--- config.mk ---
export PLATFORM = sky130hd
export DESIGN_NAME = char_lcd_nibble_interface
export DESIGN_NICKNAME = d
export VERILOG_FILES = /design/src/rtl/clni_pkg.sv /design/src/rtl/clni_seq.sv /design/src/rtl/char_lcd_nibble_interface.sv
export SDC_FILE = /design/constraint.sdc
export NUM_CORES = 1
export LEC_CHECK = 0
export ABC_AREA = 1
export BUFFER_PORTS_ARGS = -buffer_cell sky130_fd_sc_hd__buf_2
export CAP_MARGIN = 5
export CELL_PAD_IN_SITES_DETAIL_PLACEMENT = 0
export CELL_PAD_IN_SITES_GLOBAL_PLACEMENT = 2
export CORE_MARGIN = 8
export CORE_UTILIZATION = 33
export DETAILED_ROUTE_END_ITERATION = 12
export PLACE_DENSITY_LB_ADDON = 0.3
export SLEW_MARGIN = 20
export SYNTH_ARGS = -nofsm -noshare
export SYNTH_HDL_FRONTEND = slang
export SYNTH_HIERARCHICAL = 1
export SYNTH_SLANG_ARGS = --single-unit
export TNS_END_PERCENT = 1
--- constraint.sdc ---
create_clock -name clk_i -period 6.32 [get_ports clk_i]
set_clock_uncertainty 0.05 [all_clocks]
set_input_delay 0.632 -clock clk_i [delete_from_list [all_inputs] [get_ports clk_i]]
set_output_delay 0.632 -clock clk_i [all_outputs]
set_load 0.005 [all_outputs]
--- src/rtl/clni_pkg.sv ---
// ----------------------------------------------------------------------------
// clni_pkg
// Shared types, constants and the microcode table of the 4-bit character LCD
// interface.
// ----------------------------------------------------------------------------
package clni_pkg;

  // Request and result items
  typedef struct packed {
    logic [1:0] cmd;
    logic [7:0] byte_value;
    logic [1:0] line_number;
    logic [5:0] column;
  } req_t;

  typedef struct packed {
    logic        enable_pin;
    logic        select_pin;
    logic [3:0]  nibble_pins;
    logic [16:0] hold_us;
    logic        last;
  } res_t;

  // Request codes
  localparam logic [1:0] CMD_COMMAND = 2'd0;
  localparam logic [1:0] CMD_DATA    = 2'd1;
  localparam logic [1:0] CMD_CURSOR  = 2'd2;
  localparam logic [1:0] CMD_INIT    = 2'd3;

  // Cursor line codes and addressing
  localparam logic [1:0] LINE_ONE       = 2'd1;
  localparam logic [1:0] LINE_TWO       = 2'd2;
  localparam logic [7:0] LINE2_BASE     = 8'd64;
  localparam logic [7:0] DDRAM_SET      = 8'h80;
  localparam logic [7:0] INIT_FIRST_NIB = 8'h30;

  // Register map (word index taken from paddr[2])
  localparam int unsigned APB_AW    = 3;
  localparam logic        REG_PULSE = 1'b0;
  localparam logic        REG_GAP   = 1'b1;
  localparam logic [7:0]  PULSE_RST = 8'd5;
  localparam logic [15:0] GAP_RST   = 16'd1000;

  // Fixed waits of the init sequence
  localparam logic [16:0] INIT_WAIT_US  = 17'd100000;
  localparam logic [16:0] CLEAR_WAIT_US = 17'd20000;

  // Microcode
  localparam int unsigned PC_W = 4;
  localparam logic [PC_W-1:0] BW_ENTRY   = 4'd0;
  localparam logic [PC_W-1:0] INIT_ENTRY = 4'd6;

  typedef enum logic [1:0] {
    OP_NOP,
    OP_WAIT,
    OP_DRIVE
  } op_e;

  typedef enum logic [2:0] {
    HOLD_GAP,
    HOLD_PULSE,
    HOLD_ZERO,
    HOLD_INIT,
    HOLD_CLEAR
  } hold_e;

  // SEQ: next step; CALL: byte write with return; GOTO: byte write, no return;
  // RET: return to caller, or finish when not called
  typedef enum logic [1:0] {
    FLOW_SEQ,
    FLOW_CALL,
    FLOW_GOTO,
    FLOW_RET
  } flow_e;

  typedef struct packed {
    op_e        op;
    logic       en;
    logic       nib_hi;
    hold_e      hold;
    flow_e      flow;
    logic [7:0] k_byte;
  } uword_t;

  typedef struct packed {
    logic   active;
    logic   last;
    uword_t word;
  } seq_ctrl_t;

  function automatic uword_t ucode(input logic [PC_W-1:0] pc);
    uword_t w;
    case (pc)
      // shared byte write: gap, high nibble pulse, low nibble pulse, enable up
      4'd0:    w = '{OP_WAIT,  1'b0, 1'b0, HOLD_GAP,   FLOW_SEQ,  8'h00};
      4'd1:    w = '{OP_DRIVE, 1'b1, 1'b1, HOLD_PULSE, FLOW_SEQ,  8'h00};
      4'd2:    w = '{OP_DRIVE, 1'b0, 1'b1, HOLD_PULSE, FLOW_SEQ,  8'h00};
      4'd3:    w = '{OP_DRIVE, 1'b1, 1'b0, HOLD_PULSE, FLOW_SEQ,  8'h00};
      4'd4:    w = '{OP_DRIVE, 1'b0, 1'b0, HOLD_PULSE, FLOW_SEQ,  8'h00};
      4'd5:    w = '{OP_DRIVE, 1'b1, 1'b0, HOLD_ZERO,  FLOW_RET,  8'h00};
      // init: power-up wait, single nibble 3 pulse, then the setup bytes
      4'd6:    w = '{OP_WAIT,  1'b0, 1'b0, HOLD_INIT,  FLOW_SEQ,  8'h00};
      4'd7:    w = '{OP_DRIVE, 1'b1, 1'b1, HOLD_PULSE, FLOW_SEQ,  8'h00};
      4'd8:    w = '{OP_DRIVE, 1'b0, 1'b1, HOLD_PULSE, FLOW_SEQ,  8'h00};
      4'd9:    w = '{OP_DRIVE, 1'b1, 1'b1, HOLD_ZERO,  FLOW_SEQ,  8'h00};
      4'd10:   w = '{OP_NOP,   1'b0, 1'b0, HOLD_ZERO,  FLOW_CALL, 8'h28};
      4'd11:   w = '{OP_NOP,   1'b0, 1'b0, HOLD_ZERO,  FLOW_CALL, 8'h28};
      4'd12:   w = '{OP_NOP,   1'b0, 1'b0, HOLD_ZERO,  FLOW_CALL, 8'h0F};
      4'd13:   w = '{OP_NOP,   1'b0, 1'b0, HOLD_ZERO,  FLOW_CALL, 8'h01};
      4'd14:   w = '{OP_WAIT,  1'b0, 1'b0, HOLD_CLEAR, FLOW_SEQ,  8'h00};
      4'd15:   w = '{OP_NOP,   1'b0, 1'b0, HOLD_ZERO,  FLOW_GOTO, 8'h06};
      default: w = '{OP_NOP,   1'b0, 1'b0, HOLD_ZERO,  FLOW_RET,  8'h00};
    endcase
    return w;
  endfunction

endpackage

--- src/rtl/clni_seq.sv ---
// ----------------------------------------------------------------------------
// clni_seq
// Step counter, one-level return register and microcode table lookup.
// ----------------------------------------------------------------------------
module clni_seq
  import clni_pkg::*;
(
  input  logic            clk_i,
  input  logic            rst_ni,
  input  logic            start_i,
  input  logic [PC_W-1:0] start_pc_i,
  input  logic            step_ok_i,
  output seq_ctrl_t       ctrl_o
);

  logic [PC_W-1:0] pc_q, pc_d;
  logic [PC_W-1:0] ret_q, ret_d;
  logic            busy_q, busy_d;
  logic            sub_q, sub_d;
  uword_t          word;

  assign word = ucode(pc_q);

  always_comb begin
    pc_d   = pc_q;
    ret_d  = ret_q;
    busy_d = busy_q;
    sub_d  = sub_q;
    if (start_i) begin
      busy_d = 1'b1;
      pc_d   = start_pc_i;
      sub_d  = 1'b0;
    end else if (busy_q && step_ok_i) begin
      case (word.flow)
        FLOW_SEQ: begin
          pc_d = pc_q + 1'b1;
        end
        FLOW_CALL: begin
          ret_d = pc_q + 1'b1;
          sub_d = 1'b1;
          pc_d  = BW_ENTRY;
        end
        FLOW_GOTO: begin
          sub_d = 1'b0;
          pc_d  = BW_ENTRY;
        end
        FLOW_RET: begin
          if (sub_q) begin
            pc_d  = ret_q;
            sub_d = 1'b0;
          end else begin
            busy_d = 1'b0;
          end
        end
        default: begin
          busy_d = 1'b0;
        end
      endcase
    end
  end

  always_ff @(posedge clk_i or negedge rst_ni) begin
    if (!rst_ni) begin
      pc_q   <= '0;
      busy_q <= 1'b0;
      sub_q  <= 1'b0;
    end else begin
      pc_q   <= pc_d;
      busy_q <= busy_d;
      sub_q  <= sub_d;
    end
  end

  always_ff @(posedge clk_i) begin
    ret_q <= ret_d;
  end

  assign ctrl_o.active = busy_q;
  assign ctrl_o.last   = busy_q && (word.flow == FLOW_RET) && !sub_q;
  assign ctrl_o.word   = word;

endmodule

--- src/rtl/char_lcd_nibble_interface.sv ---
// ----------------------------------------------------------------------------
// char_lcd_nibble_interface
// Character LCD driver for a 4-bit bus: turns requests into timed pin phases.
// ----------------------------------------------------------------------------
//  channel | direction | handshake              | payload
//  --------+-----------+------------------------+---------------------------
//  request | in        | in_valid_i/in_ready_o  | in_data_i  (req_t)
//  phase   | out       | out_valid_o/out_ready_i| out_data_o (res_t)
//  config  | in        | APB psel/penable/pready| pwdata / prdata, 32 bits
//
//  One microcode step per cycle while the output register does not stall.
//  Command, data and cursor requests take 6 phases; init takes 35 phases
//  plus 5 call steps, as the step counter walks the microcode table.
//  A new request is taken the cycle after its last phase enters the output
//  register. A stalled output register holds the sequencer on its step.
//  Reset clears the pin levels to zero and loads the register defaults.
// ----------------------------------------------------------------------------
module char_lcd_nibble_interface
  import clni_pkg::*;
#(
  parameter logic [7:0] LINE2_ADDR = LINE2_BASE
)
(
  input  logic              clk_i,
  input  logic              rst_ni,
  input  logic              in_valid_i,
  output logic              in_ready_o,
  input  req_t              in_data_i,
  output logic              out_valid_o,
  input  logic              out_ready_i,
  output res_t              out_data_o,
  input  logic              psel,
  input  logic              penable,
  input  logic              pwrite,
  input  logic [APB_AW-1:0] paddr,
  input  logic [31:0]       pwdata,
  output logic [31:0]       prdata,
  output logic              pready
);

  logic [7:0]  pulse_q;
  logic [15:0] gap_q;
  logic [7:0]  byte_q, byte_d;
  logic        rs_q;
  logic        en_q, sel_q;
  logic [3:0]  nib_q;
  logic        en_d, sel_d;
  logic [3:0]  nib_d;
  logic        out_valid_q, out_valid_d;
  res_t        out_q, out_d;
  logic        in_xfer, cfg_wr;
  logic        step_ok, out_load, is_drive;
  logic [PC_W-1:0] start_pc;
  logic [7:0]  cursor_addr;
  logic [16:0] hold;
  seq_ctrl_t   ctrl;

  assign pready  = 1'b1;
  assign cfg_wr  = psel && penable && pwrite && pready;
  assign in_xfer = in_valid_i && in_ready_o;

  always_ff @(posedge clk_i or negedge rst_ni) begin
    if (!rst_ni) begin
      pulse_q <= PULSE_RST;
      gap_q   <= GAP_RST;
    end else if (cfg_wr) begin
      if (paddr[2] == REG_PULSE) begin
        pulse_q <= pwdata[7:0];
      end else begin
        gap_q <= pwdata[15:0];
      end
    end
  end

  always_comb begin
    if (paddr[2] == REG_PULSE) begin
      prdata = {24'd0, pulse_q};
    end else begin
      prdata = {16'd0, gap_q};
    end
  end

  // Cursor address wraps to 8 bits; lines other than 1 and 2 send command 0
  always_comb begin
    case (in_data_i.line_number)
      LINE_ONE: cursor_addr = DDRAM_SET + {2'b00, in_data_i.column};
      LINE_TWO: cursor_addr = DDRAM_SET + LINE2_ADDR + {2'b00, in_data_i.column};
      default:  cursor_addr = 8'd0;
    endcase
  end

  assign start_pc = (in_data_i.cmd == CMD_INIT) ? INIT_ENTRY : BW_ENTRY;

  clni_seq u_seq (
    .clk_i      (clk_i),
    .rst_ni     (rst_ni),
    .start_i    (in_xfer),
    .start_pc_i (start_pc),
    .step_ok_i  (step_ok),
    .ctrl_o     (ctrl)
  );

  assign in_ready_o = !ctrl.active;
  assign step_ok    = (ctrl.word.op == OP_NOP) || !out_valid_q || out_ready_i;
  assign out_load   = ctrl.active && (ctrl.word.op != OP_NOP) && step_ok;
  assign is_drive   = ctrl.word.op == OP_DRIVE;

  always_comb begin
    case (ctrl.word.hold)
      HOLD_GAP:   hold = {1'b0, gap_q};
      HOLD_PULSE: hold = {9'd0, pulse_q};
      HOLD_INIT:  hold = INIT_WAIT_US;
      HOLD_CLEAR: hold = CLEAR_WAIT_US;
      default:    hold = 17'd0;
    endcase
  end

  // Byte register: loaded by the request, or by a call or goto step of the init program
  always_comb begin
    byte_d = byte_q;
    if (in_xfer) begin
      case (in_data_i.cmd)
        CMD_COMMAND, CMD_DATA: byte_d = in_data_i.byte_value;
        CMD_CURSOR:            byte_d = cursor_addr;
        default:               byte_d = INIT_FIRST_NIB;
      endcase
    end else if (ctrl.active && (ctrl.word.flow == FLOW_CALL ||
                                 ctrl.word.flow == FLOW_GOTO)) begin
      byte_d = ctrl.word.k_byte;
    end
  end

  always_ff @(posedge clk_i) begin
    byte_q <= byte_d;
    if (in_xfer) begin
      rs_q <= (in_data_i.cmd == CMD_DATA);
    end
  end

  // Drive steps update the pin levels; wait steps repeat them
  always_comb begin
    en_d  = en_q;
    sel_d = sel_q;
    nib_d = nib_q;
    if (out_load && is_drive) begin
      en_d  = ctrl.word.en;
      sel_d = rs_q;
      nib_d = ctrl.word.nib_hi ? byte_q[7:4] : byte_q[3:0];
    end
  end

  always_comb begin
    out_d.enable_pin  = en_d;
    out_d.select_pin  = sel_d;
    out_d.nibble_pins = nib_d;
    out_d.hold_us     = hold;
    out_d.last        = ctrl.last;
  end

  always_comb begin
    out_valid_d = out_valid_q;
    if (out_load) begin
      out_valid_d = 1'b1;
    end else if (out_ready_i) begin
      out_valid_d = 1'b0;
    end
  end

  always_ff @(posedge clk_i or negedge rst_ni) begin
    if (!rst_ni) begin
      en_q        <= 1'b0;
      sel_q       <= 1'b0;
      nib_q       <= 4'd0;
      out_valid_q <= 1'b0;
    end else begin
      en_q        <= en_d;
      sel_q       <= sel_d;
      nib_q       <= nib_d;
      out_valid_q <= out_valid_d;
    end
  end

  always_ff @(posedge clk_i) begin
    if (out_load) begin
      out_q <= out_d;
    end
  end

  assign out_valid_o = out_valid_q;
  assign out_data_o  = out_q;

  // A transfer starts the sequencer, so no second request is taken next cycle
  a_busy_after_start: assert property (@(posedge clk_i) disable iff (!rst_ni)
    in_xfer |=> !in_ready_o)
    else $error("request taken while sequencer busy");

  // The final phase of a request frees the request channel
  a_idle_after_last: assert property (@(posedge clk_i) disable iff (!rst_ni)
    out_load && ctrl.last |=> in_ready_o)
    else $error("sequencer still busy after final phase");

  // Enable-low drive phases always last one pulse time
  a_low_phase_hold: assert property (@(posedge clk_i) disable iff (!rst_ni)
    out_load && is_drive && !ctrl.word.en |-> hold == {9'd0, pulse_q})
    else $error("enable-low phase with wrong hold");

  // Last flag only on drive phases
  a_last_on_drive: assert property (@(posedge clk_i) disable iff (!rst_ni)
    out_load && ctrl.last |-> is_drive && ctrl.word.en)
    else $error("last flag on a non enable-high phase");

endmodule

* Word level (Yosys, flattened, before mapping) *
Memories as Yosys holds them, arrays and structs flattened.
Index checks and enable logic that the tools add are counted.

cells by class
  bitwise operators = 2
  add/subtract/negate cells = 3
  eq/ne operators = 14
  muxes and demuxes = 24
  reductions and logical operators = 35

operators by type and width
  cell                 count
  $pmux 17 s4          1
  $pmux 8 s2           2
  $mux 4               5
  $mux 16              1
  $mux 8               2
  $eq 2x2->1 const B   6
  $pmux 4 s3           1
  $logic_and 1x1->1    10
  $mux 1               10
  $reduce_bool 2->1    5
  $add 7x7->8 const A  1
  $add 8x6->8 const A  1
  $reduce_and 2->1     4
  $eq 2x1->1 const B   3
  $logic_not 2->1      3
  $reduce_and 3->1     2
  $reduce_or 2->1      3
  $add 4x1->4 const B  1
  $eq 3x1->1 const B   1
  $eq 3x2->1 const B   1
  $eq 3x3->1 const B   1
  $logic_not 1->1      3
  $logic_not 3->1      1
  $logic_or 1x1->1     3
  other kinds (6)      7

word-level totals
  register bits = 74
  word-level logic and storage cells = 96
  ROM bits = 224
  memories kept = 1
  output and inout port bits = 59

memory list
  memory           depth  width  read ports  clocked after memory_dff  wr ports  line            source
  (no name shown)  16     14     1           0                         0         clni_pkg.sv:93  case (pc)

* Logic depth before layout (Yosys ltp) *
Gate-level depths: netlist of run 1.
An unclocked memory read counts as a cell.

  depth after elaboration = 7
  mapped depth = 13
  gate-level depth less buffers = 13

* By module *
The synthesis of run 1 kept the hierarchy.

by module, submodules not included
  module                     area each (um^2)  cells each  times used
  char_lcd_nibble_interface  3,173.0           339         1
  clni_seq                   864.6             115         1

* Least setup slack after synthesis of run 1 *
OpenSTA, ideal clock, no wires.

  path type = reg-to-reg
  start point = register u_seq.pc_q[0]
  end point = register out_q (netlist bit out_data_o[0]) (enable)
  path buffers = 0
  stages on the path, launching flop included = 9
  data required time = 5.865 ns
  period minus slack after synthesis = 2.719 ns
  slack = 3.601 ns
  data arrival time = 2.264 ns
  cell sequence = dfrtp_1 -> inv_1 -> ha_1 -> nand2_1 -> o21ai_0 -> o21ai_0 -> or2_2 -> nand2_1 -> nor2_1

RTL lines
  item                      line                              source
  start: declaration        clni_seq.sv:16                    logic [PC_W-1:0] pc_q, pc_d;
  start signal: assignment  clni_seq.sv:68                    pc_q <= pc_d;
  end signal: assignment    char_lcd_nibble_interface.sv:185  out_q <= out_d;
  end: declaration          char_lcd_nibble_interface.sv:50   res_t out_q, out_d;

==> impl_metrics.ini, run 1 <==
[cells_and_area]
mostFrequentLayoutCells = nand2_1 (117), buf_2 (83), inv_1 (58), o21ai_0 (40), edfxtp_1 (37)
antenna_cells = 0
final_common_cell = nand2_1
drive_above_1_share_pct = 26.85
num-fill-cells = 1214
nets = 607
syn2layout_area_growth_pct = 19.21
stdcell_count = 687
fin_area_mm2 = 0.004813
final_util_pct = 40.24

[placement]
gp_congestion = 0.7656
placedCellCount = 671
port_buffers = 83
dpl_cell_area_mm2 = 0.004458
dp.final_hpwl_um = 6944
place_ws_ns = 3.421

[setup_path]
worstPathArrival_ns = 2.75
critPathMaxFanout = 6
rr_worst_depth = 9
required_ns = 6.23
max_stage_delay_ns = 0.62
crit_path_start_kind = flop
cp_num_buf_inv = 2
crit_chain = inv_1 -> ha_1 -> inv_1 -> o21ai_0 -> o21ai_0 -> or2_2 -> nand2_1 -> nand2_1 -> nor3_1
cp_top_family = simple AND/OR/NAND/NOR gates
path_depth = 9
endpoint_kind = flop
cp_slowest_cell = nor3_1
crit_type = flop to flop

[timing]
clock.fmax_mhz = 352.4
finalHoldViolations = 0
slew-limit-headroom_pct = 37.82
post-route-min-period_ns = 2.838
rsz0062_at_grt = false
tightest_slew_ns = 0.9326
layout_setup_ws_ns = 3.482
setup_viol_count_final = 0
finalSetupTns_ns = 0
fin_crit_sh_pct = 44.90
hold_ws_ns = 0.3877
maxSlewViolCount = 0

[drt]
drt-pass1-iter-count = 4
drt-initial-drc-count = 177
drc = 0
final_antenna_net_count = 0
wl_um = 9542
vias_per_cell = 4.568
wl_per_cell_um = 13.89
vias = 3138

[power]
peakVddDrop_v = 0.0001887
p_leak_nw = 2.368
power_density_mw_per_mm2 = 498.2
p_total_mw = 2.398

[die]
die-area_mm2 = 0.01603
start_util_pct = 33.76
ios = 119
die_w_um = 126.6
rows = 40
core_region_area_mm2 = 0.01196
fp.dieH_um = 126.6

[clock_network]
postCtsSetupBuffers = 0
htreeDepth = 3
cts.path.max_buffers = 2
cts_buffers = 9
root_buffer = clkbuf_16
clkLatencyLatePin_ns = 0.33
clkTransAtPathRegs_ns = 0.06
clock_sinks = 74
cts_hold_buf = 0
cts_tree = built
cts.repair.resized = 0

[synth]
synth_area_leader_cell = edfxtp_1
synthesis.area_mm2 = 0.004038
yosysSeqAreaShare_pct = 50.70
ys_top_cells_by_area = edfxtp_1 (28%), dfrtp_1 (18%), nand2_1 (11%)
syn_inst = 454
yosysUniqueCellTypes = 34
yosys_warnings = 6
avgSynthCellArea_um2 = 8.893
synth_top_area_share_pct = 27.52
ys_ff_latch = 74

[run_status]
outcome = complete, no violations

[grt]
grt_pass1_wl_um = 16040
track_usage_pct = 12.28
overflow = 0
antenna_found_initial = 0
grt_max_degree = 38
grt_pass1_vias = 3234

[flow_run]
cap_violations = 0

[hold_path]
min_path_type = input pin to async pin
## registers in the layout (all words and copies together) (netlist names), 4 cells and up
name         count
pulse_q          8
u_seq/pc_q       4
u_seq/ret_q      4
nib_q            4
gap_q           16
byte_q           8
out_data_o      24
## final cells by class
cell class                 count  area (um^2)  share of cell area (%)
clock buffer                  12        256.5                   5.329
sequential                    74         2047                   42.53
clock inverter                 4        98.84                   2.054
tap                          147        183.9                   3.821
timing repair buffer          84        422.9                   8.786
multi-input combinational    301         1558                   32.36
inverter                      65        246.5                   5.121
## synthesized netlist by cell type
cell type  number
nor2_1         28
buf_2           4
o21ai_2        14
nand3_1        22
buf_4          24
nand4_2         1
nor3_2          1
nor3_1          2
inv_2           5
nand2_4         2
o21ai_0        41
buf_8           1
nor2_8          2
conb_1          3
inv_4           1
nand4_1         5
xnor2_1         1
buf_6           4
o22a_1          1
o21bai_1        2
inv_1          58
dfrtp_1        29
clkinv_1        1
nor2_4          1
ha_1           12
nand2_2         2
nand2_1       117
nand3_4         1
dfstp_2         8
edfxtp_1       37
a21oi_1         9
o211ai_1        1
o22ai_1         7
or2_2           7
## final timing paths
| kind | from | endpoint | slack (ns) |
|---|---|---|---|
| min in group clk_i | sel_q | sel_q | 0.44 |
| max reg2reg | u_seq/pc_q[1] | u_seq/ret_q[0] | 3.48 |
| min | rst_ni | out_valid_o | 0.39 |
| max in group asynchronous | rst_ni | gap_q[11] | 5.24 |
| min reg2reg | sel_q | sel_q | 0.44 |
| max | u_seq/pc_q[1] | u_seq/ret_q[0] | 3.48 |
## cell families after synthesis
| kind of cell | synth area share (%) |
|---|---|
| fa+ha+maj | 3.719 |
| xor+xnor | 0.2170 |
| simple gates | 21.44 |
| flops | 50.70 |
| buf+inv | 12.55 |
| compound gates | 11.09 |
| other cells | 0.2789 |
## metal layers
layer	part of all wire [%]	up-vias	global-route usage (%)	wire [um]
met2	44	100	19.37	4234
met3	7.3	10	4.231	692
met5	0	-	0	0
li1	-	1582	-	-
met4	1.0	0	3.822	96
met1	47	1446	15.46	4518
## power breakdown
group / total (mW) / switching, mW / internal (mW)
Combinational: 0.909 / 0.598 / 0.312
Sequential: 0.884 / 0.0877 / 0.797
Clock: 0.604 / 0.196 / 0.408
Note: power is estimated with default switching activity, not from simulation.
==> run 2, diff against run 1 <==
Settings changed: CORE_UTILIZATION 33 to 27.
Clock period 6.32 ns to 2.4 ns, I/O delays scaled along.
==> impl_metrics.ini, run 2 (synthesis results as in run 1) <==
[timing]
finalHoldViolations = 5
tightest_slew_ns = 0.9195
maxSlewViolCount = 0
hold_ws_ns = -0.008236
fin_crit_sh_pct = 91.87
rsz0062_at_grt = false
slew-limit-headroom_pct = 38.70
post-route-min-period_ns = 2.205
clock.fmax_mhz = 453.6
setup_viol_count_final = 0

[grt]
grt_max_degree = 38
grt_pass1_vias = 3233
antenna_found_initial = 0
grt_pass1_wl_um = 16940
overflow = 0
track_usage_pct = 10.85

[drt]
drt-pass1-iter-count = 4
drc = 0
final_antenna_net_count = 0
vias = 3164
wl_per_cell_um = 13.50
wl_um = 10040
vias_per_cell = 4.253
drt-initial-drc-count = 178

[setup_path]
critPathMaxFanout = 5
crit_path_start_kind = flop
required_ns = 2.40
endpoint_kind = flop
crit_type = flop to flop
crit_start = u_seq/pc_q[1]
worstPathArrival_ns = 2.21
worstReg2RegStart = u_seq/pc_q[1]

[cells_and_area]
antenna_cells = 0
drive_above_1_share_pct = 29.82
mostFrequentLayoutCells = nand2_1 (117), buf_2 (83), inv_1 (57), o21ai_0 (40), edfxtp_1 (37)
nets = 627
stdcell_count = 744
final_common_cell = nand2_1
syn2layout_area_growth_pct = 23.21
fin_area_mm2 = 0.004975
largest_reg_flops = 24

[die]
fp.dieH_um = 138.3
rows = 44
start_util_pct = 27.68
core_region_area_mm2 = 0.01459
die-area_mm2 = 0.01912
die_w_um = 138.3
ios = 119

[clock_network]
cts_buffers = 9
htreeDepth = 3
cts_hold_buf = 0
clock_sinks = 74
clkLatencyLatePin_ns = 0.34
root_buffer = clkbuf_16
clkTransAtPathRegs_ns = 0.06
cts.path.max_buffers = 2
cts_tree = built

[power]
power_density_mw_per_mm2 = 1285
peakVddDrop_v = 0.0005290
p_leak_nw = 2.437

[hold_path]
min_path_type = input pin to async pin

[run_status]
outcome = finished, violations left
violations = hold timing

[placement]
dpl_cell_area_mm2 = 0.004667
placedCellCount = 728
port_buffers = 83
dp.final_hpwl_um = 7585
gp_congestion = 0.7435

[flow_run]
cap_violations = 0
## run 2: area by class of cell
class | count | area (um^2)
clock inverters | 5 | 53.80
multi-input cells | 301 | 1569
clock buffers | 11 | 242.7
flip-flops and latches | 74 | 2047
fillers | 1558 | 9614
inverters | 65 | 246.5
repair buffers | 104 | 585.6
well taps | 184 | 230.2
## run 2: path summary, 6_finish.rpt
path                                  end  slack (ns)  depth (start not counted)
max in group asynchronous        nib_q[1]        1.73                          1
max reg2reg                u_seq/ret_q[0]        0.20                         10
min                              gap_q[2]      -0.008                          1
min reg2reg                          en_q        0.45                          2
max                        u_seq/ret_q[0]        0.20                         10
min in group clk_i               gap_q[9]        0.07                          3
## run 2: per-layer routing
metal | up-vias | wire length, um | GRT usage, %
li1 | 1623 | - | -
met1 | 1429 | 4828 | 13.98
met2 | 100 | 4395 | 16.44
met3 | 12 | 674 | 3.733
met4 | 0 | 144 | 3.947
met5 | - | 0 | 0
## run 2: repair_timing
item | 4_1_cts | 5_1_grt
endpoints found under the setup margin | 0 | 10
buffers inserted | 0 | 0
resized for setup | 0 | 4
## run 2: where the power goes
| part | switching (mW) | total (mW) | internal (mW) |
|---|---|---|---|
| clock | 0.504 | 1.33 | 0.827 |
| combinational | 1.68 | 2.78 | 1.09 |
| sequential | 0.190 | 2.28 | 2.09 |
| total | 2.38 | 6.39 | 4.02 |
## run 2: per-stage QoR
| step | worst slack (ns) | power, mW | util (%) | setup TNS (ns) |
|---|---|---|---|---|
| floorplan | -0.03523 | 3.957 | - | -0.2819 |
| global placement | 0.09737 | 5.104 | 31.99 | 0 |
| detailed placement | 0.07655 | 5.126 | 31.99 | 0 |
| CTS | 0.05289 | 6.508 | 34.02 | 0 |
| global route | 0.03447 | 6.973 | 34.10 | 0 |
| finish | 0.1952 | 6.391 | 34.10 | 0 |
## run 2: worst max-delay path, cell delays in order (launching register included)
cell	delay, ns
dfrtp_1	0.39
inv_1	0.08
buf_4	0.16
ha_1	0.19
nand2_1	0.10
o21ai_0	0.13
or2_2	0.32
nand2_1	0.06
nand2_1	0.07
nor3_2	0.21
buf_4	0.17
